### src/hw/rtl/eioc_div_cell.sv
// One restoring-division cell: every lane develops one quotient bit per cycle while en is high.
// Standalone; carries the divisor and a sideband word to the next cell.
module eioc_div_cell #(
  parameter int LANES = 1,
  parameter int RW    = 8,
  parameter int QW    = 8,
  parameter int SW    = 1
) (
  input  logic                      clk,
  input  logic                      rst_n,
  input  logic                      en,
  input  logic                      in_valid,
  input  logic [LANES-1:0][RW-1:0]  in_rem,
  input  logic [LANES-1:0][QW-1:0]  in_quo,
  input  logic [RW-1:0]             in_den,
  input  logic [SW-1:0]             in_side,
  output logic                      out_valid,
  output logic [LANES-1:0][RW-1:0]  out_rem,
  output logic [LANES-1:0][QW-1:0]  out_quo,
  output logic [RW-1:0]             out_den,
  output logic [SW-1:0]             out_side
);
  logic                     valid_r;
  logic [LANES-1:0][RW-1:0] rem_r, rem_nxt;
  logic [LANES-1:0][QW-1:0] quo_r, quo_nxt;
  logic [RW-1:0]            den_r;
  logic [SW-1:0]            side_r;

  always_comb begin
    for (int i = 0; i < LANES; i++) begin
      logic [RW-1:0] sh;
      sh = {in_rem[i][RW-2:0], 1'b0};
      if (sh >= in_den) begin
        rem_nxt[i] = sh - in_den;
        quo_nxt[i] = {in_quo[i][QW-2:0], 1'b1};
      end else begin
        rem_nxt[i] = sh;
        quo_nxt[i] = {in_quo[i][QW-2:0], 1'b0};
      end
    end
  end

  always_ff @(posedge clk) begin
    if (!rst_n) begin
      valid_r <= 1'b0;
    end else if (en) begin
      valid_r <= in_valid;
    end
  end

  always_ff @(posedge clk) begin
    if (en) begin
      rem_r  <= rem_nxt;
      quo_r  <= quo_nxt;
      den_r  <= in_den;
      side_r <= in_side;
    end
  end

  assign out_valid = valid_r;
  assign out_rem   = rem_r;
  assign out_quo   = quo_r;
  assign out_den   = den_r;
  assign out_side  = side_r;
endmodule

### config.mk
export PLATFORM = sky130hd
export DESIGN_NAME = eioc_div_cell
export DESIGN_NICKNAME = d
export VERILOG_FILES = /design/src/hw/rtl/eioc_div_cell.sv
export SDC_FILE = /design/constraint.sdc
export NUM_CORES = 1
export LEC_CHECK = 0
export BUFFER_PORTS_ARGS = -buffer_cell sky130_fd_sc_hd__buf_4
export CAP_MARGIN = 15
export CORE_MARGIN = 8
export CORE_UTILIZATION = 31
export DETAILED_ROUTE_END_ITERATION = 10
export PLACE_DENSITY_LB_ADDON = 0.1
export SLEW_MARGIN = 20
export SYNTH_ARGS = -nofsm -noshare
export SYNTH_HDL_FRONTEND = slang
export SYNTH_SLANG_ARGS = --single-unit
### constraint.sdc
create_clock -name clk -period 4.05 [get_ports clk]
set_input_delay 0.81 -clock clk [delete_from_list [all_inputs] [get_ports clk]]
set_output_delay 0.81 -clock clk [all_outputs]
set_load 0.02 [all_outputs]
Word-level counts from Yosys, hierarchy flattened
Cells that the tools add are included.
{ "totals": {"ram_bits": 0, "latch_bits": 0, "register_bits": 26, "rom_bits": 0, "mem_count": 0, "word_cells": 10} }
{ "classes": {"eq_ne": 0, "n_bitwise": 0, "n_lt_le_gt_ge": 1, "n_shift": 0, "div_mod_pow": 0, "n_reduce_logical": 0, "addsub": 1, "multipliers": 0, "muxes": 2} }
{ "ops": {"columns": ["cell", "n"], "rows": [
  ["$ge 8x8->1", 1],
  ["$mux 8", 1],
  ["$sub 8x8->8", 1],
  ["$mux 1", 1]
]} }

Longest topological paths before layout
{ "depth": {"ltp_word": 2, "depth_mapped": 8, "ltp_nobuf": 8} }

Least setup slack after synthesis
OpenSTA, ideal clock, no wires.
{ "synth_timing": {"path_kind": "input to register", "from": "input port in_den[0]", "to": "register rem_r, in the netlist out_rem[6], data pin", "t_arrival_ns": 2.274, "path_stages": 6, "path_slack_ns": 1.516, "path_buffers": 0, "required_time_ns": 3.790, "path_cell_list": "inv_1 > fa_1 > a211oi_1 > nor3_1 > or3b_1 > mux2_4"} }
{ "synth_rtl": {"columns": ["element", "line_no", "source"], "rows": [
  ["from (decl)", "15", "input logic [RW-1:0] in_den,"],
  ["to (signal assigned)", "53", "rem_r <= rem_nxt;"],
  ["to (decl)", "24", "logic [LANES-1:0][RW-1:0] rem_r, rem_nxt;"]
]} }

==> flow_summary.json <==
{
  "antenna_found_initial": 0,
  "ys_types": 38,
  "fillers": 425,
  "synth_seq_cells": 26,
  "ctsLongestPathBuffers": 2,
  "grt_pass1_wl_um": 4570,
  "tritoncts": "yes",
  "wirelength_um": 3110,
  "yosysMostFrequentCell": "edfxtp_1",
  "start_kind": "input port",
  "rsz0062_at_grt": "no",
  "synth_edf_count": 25,
  "avgSynthCellArea_um2": 13.3,
  "ant_nets": 0,
  "multi_input_area_um2": 510,
  "cts_setup_buffers": 0,
  "grt_remaining_overflow": 0,
  "hold_viol_final": 0,
  "drc": 0,
  "power_density_nw_per_um2": 370,
  "path_max_fanout": 4,
  "outcome": "complete, no violations",
  "yosysWarnings": 0,
  "dieArea_um2": 6740,
  "netlist.area_leader.share_pct": 55.5,
  "antenna_cells_inserted": 0,
  "final-setup-viol-count": 0,
  "syn-instance-count": 102,
  "yosys.area_share.xor_xnor_pct": 1.29,
  "cts.sinks": 26,
  "synth_nets": 140,
  "hp-class": "reg2reg",
  "drtIter0Drc": 51,
  "ys.flop_type": "edfxtp_1",
  "peakVddDrop_uv": 119,
  "via_count": 1008,
  "holdBufCountCts": 0,
  "synthAdderAreaFrac_pct": 8.87,
  "h-tree-depth": 1,
  "grt_max_degree": 27,
  "yosysTopAreaCell": "edfxtp_1",
  "startpoint": "in_den[0]",
  "first_pass_iters": 4,
  "synth_compound_area_share_pct": 16.8,
  "grt_pass1_vias": 979,
  "power_uw": 683,
  "yosys.area_share.simple_pct": 5.82,
  "synth_area_um2": 1350,
  "core_area_um2": 4290,
  "synth_top_family_by_area": "compound AO/OA/AOI/OAI gates",
  "leakagePower_uw": 0.000813,
  "ys_async_sr_fraction_pct": 0,
  "maxCapViolations": 0,
  "ys_seq_area_share_pct": 56.9,
  "initial_core_util_pct": 31.5,
  "finalCriticalPeriod_ps": 2520,
  "routabilityCongestion": 0.779,
  "register_area_um2": 771,
  "area_growth_pct": 36.5,
  "clk_pin_slew_worst_paths_ps": 90,
  "row_count": 24,
  "worstPathRequired_ps": 4080,
  "numCtsBuffers": 3,
  "synth.top_cells.by_area": "edfxtp_1 55%, ha_1 7.4%, inv_1 3.9%, mux2_4 3.3%, o2111ai_1 2.6%",
  "worstHoldStart": "out_valid$_SDFFE_PN0P_",
  "ioPinCount": 55,
  "track_usage_pct": 8.68,
  "crit_path_end_kind": "flop",
  "drive_gt1_share_pct": 41.0,
  "setup_tns_ps": 0,
  "tightest_slew_ps": 345,
  "nets": 195,
  "crit_type": "in2reg",
  "insertion_delay_ps": 260,
  "cts-root-buf": "clkbuf_8",
  "cts.repair.resized": 0,
  "synth_mux_area_share_pct": 4.90,
  "place_hpwl_um": 2490,
  "die_h_um": 82.1,
  "relSlewSlack_pct": 77.0,
  "skew_ps": 0,
  "slew_violations": 0,
  "fp.dieW_um": 82.1,
  "viasPerCell": 4.85,
  "r2r-start": "out_valid$_SDFFE_PN0P_",
  "period_share_pct": 62.2,
  "arrival_ps": 2550,
  "port_buffers": 52,
  "synth_commonest_cells": "25 x edfxtp_1, 14 x inv_1, 8 x ha_1, 4 x a21oi_1, 4 x o2111ai_1",
  "wl_per_cell_um": 14.9,
  "fmax_mhz": 397
}
[metrics by stage]
| stage | cell area, um^2 | worst slack, ps | utilization [%] | hold WS (ps) | std cells |
|---|---|---|---|---|---|
| floorplan | 1350 | 1520 | - | 589 | 102 |
| global placement | 1790 | 1230 | 41.8 | 498 | 204 |
| detailed placement | 1790 | 1240 | 41.8 | 520 | 204 |
| CTS | 1850 | 1530 | 43.0 | 543 | 208 |
| global route | 1850 | 1450 | 43.0 | 579 | 208 |
| finish | 1850 | 1530 | 43.0 | 536 | 208 |
[worst paths after layout]
check | to | slack [ps] | cells after the start
max reg2reg | out_valid$_SDFFE_PN0P_ | 3450 | 2
min | out_valid$_SDFFE_PN0P_ | 540 | 2
max | out_rem[6]$_DFFE_PP_ | 1530 | 7
min reg2reg | out_valid$_SDFFE_PN0P_ | 540 | 2
[layer usage]
metal / up-vias / global-route usage (%) / wire length (um)
li1: 496 / - / -
met1: 479 / 9.41 / 1240
met2: 31 / 15.5 / 1520
met3: 2 / 2.41 / 317
met4: 0 / 3.68 / 25
met5: - / 0 / 0
[layout make-up]
type	instances	share of cell area, %
Clock buffer	4	2.98
Inverter	15	3.05
Multi-Input combinational cell	59	27.6
Sequential cell	26	41.7
Tap cell	52	3.52
Timing Repair Buffer	52	21.1
[worst max-delay path: stages]
cell and delay, ps:
buf_4 90, inv_1 70, fa_1 480, a211oi_1 350
nor3_1 110, or3b_1 380, mux2_4 260
[state kept, by name, indices dropped and copies added (netlist names)]
signal / flops
out_den: 8
out_quo: 8
out_rem: 8
out_side: 1
out_valid: 1
[cell usage in the layout (no fill, tap or decap), drive strengths merged, types with 2 or more instances in the layout]
cell type | synthesis | layout
nand2 | 2 | 2
mux2 | 4 | 4
o31ai | 3 | 3
edfxtp | 25 | 25
o211a | 2 | 2
o2111ai | 4 | 4
nor2 | 2 | 2
nor3 | 3 | 3
clkbuf | 0 | 4
ha | 8 | 8
o21a | 2 | 2
inv | 15 | 15
or3b | 2 | 2
nor2b | 2 | 2
buf | 2 | 52
a21oi | 5 | 5
a21o | 3 | 3
o21ai | 2 | 2
nand4 | 2 | 2
[logic make-up (layout without fill, tap and decap cells)]
family                   after synthesis  after routing
XOR/XNOR                               2              2
multiplexers                           5              5
buffers and inverters                 17             71
flip-flops                            26             26
AND/OR/NAND/NOR                       14             14
AO/OA/AOI/OAI                         29             29
adder cells (fa/ha/maj)                9              9
[where the power goes]
group / total [uW] / switching (uW) / internal (uW)
clock network: 165 / 78.6 / 86.8
registers: 332 / 6.67 / 325
logic: 186 / 98.4 / 87.3
total: 683 / 184 / 499
(Power assumes the default switching activity.)
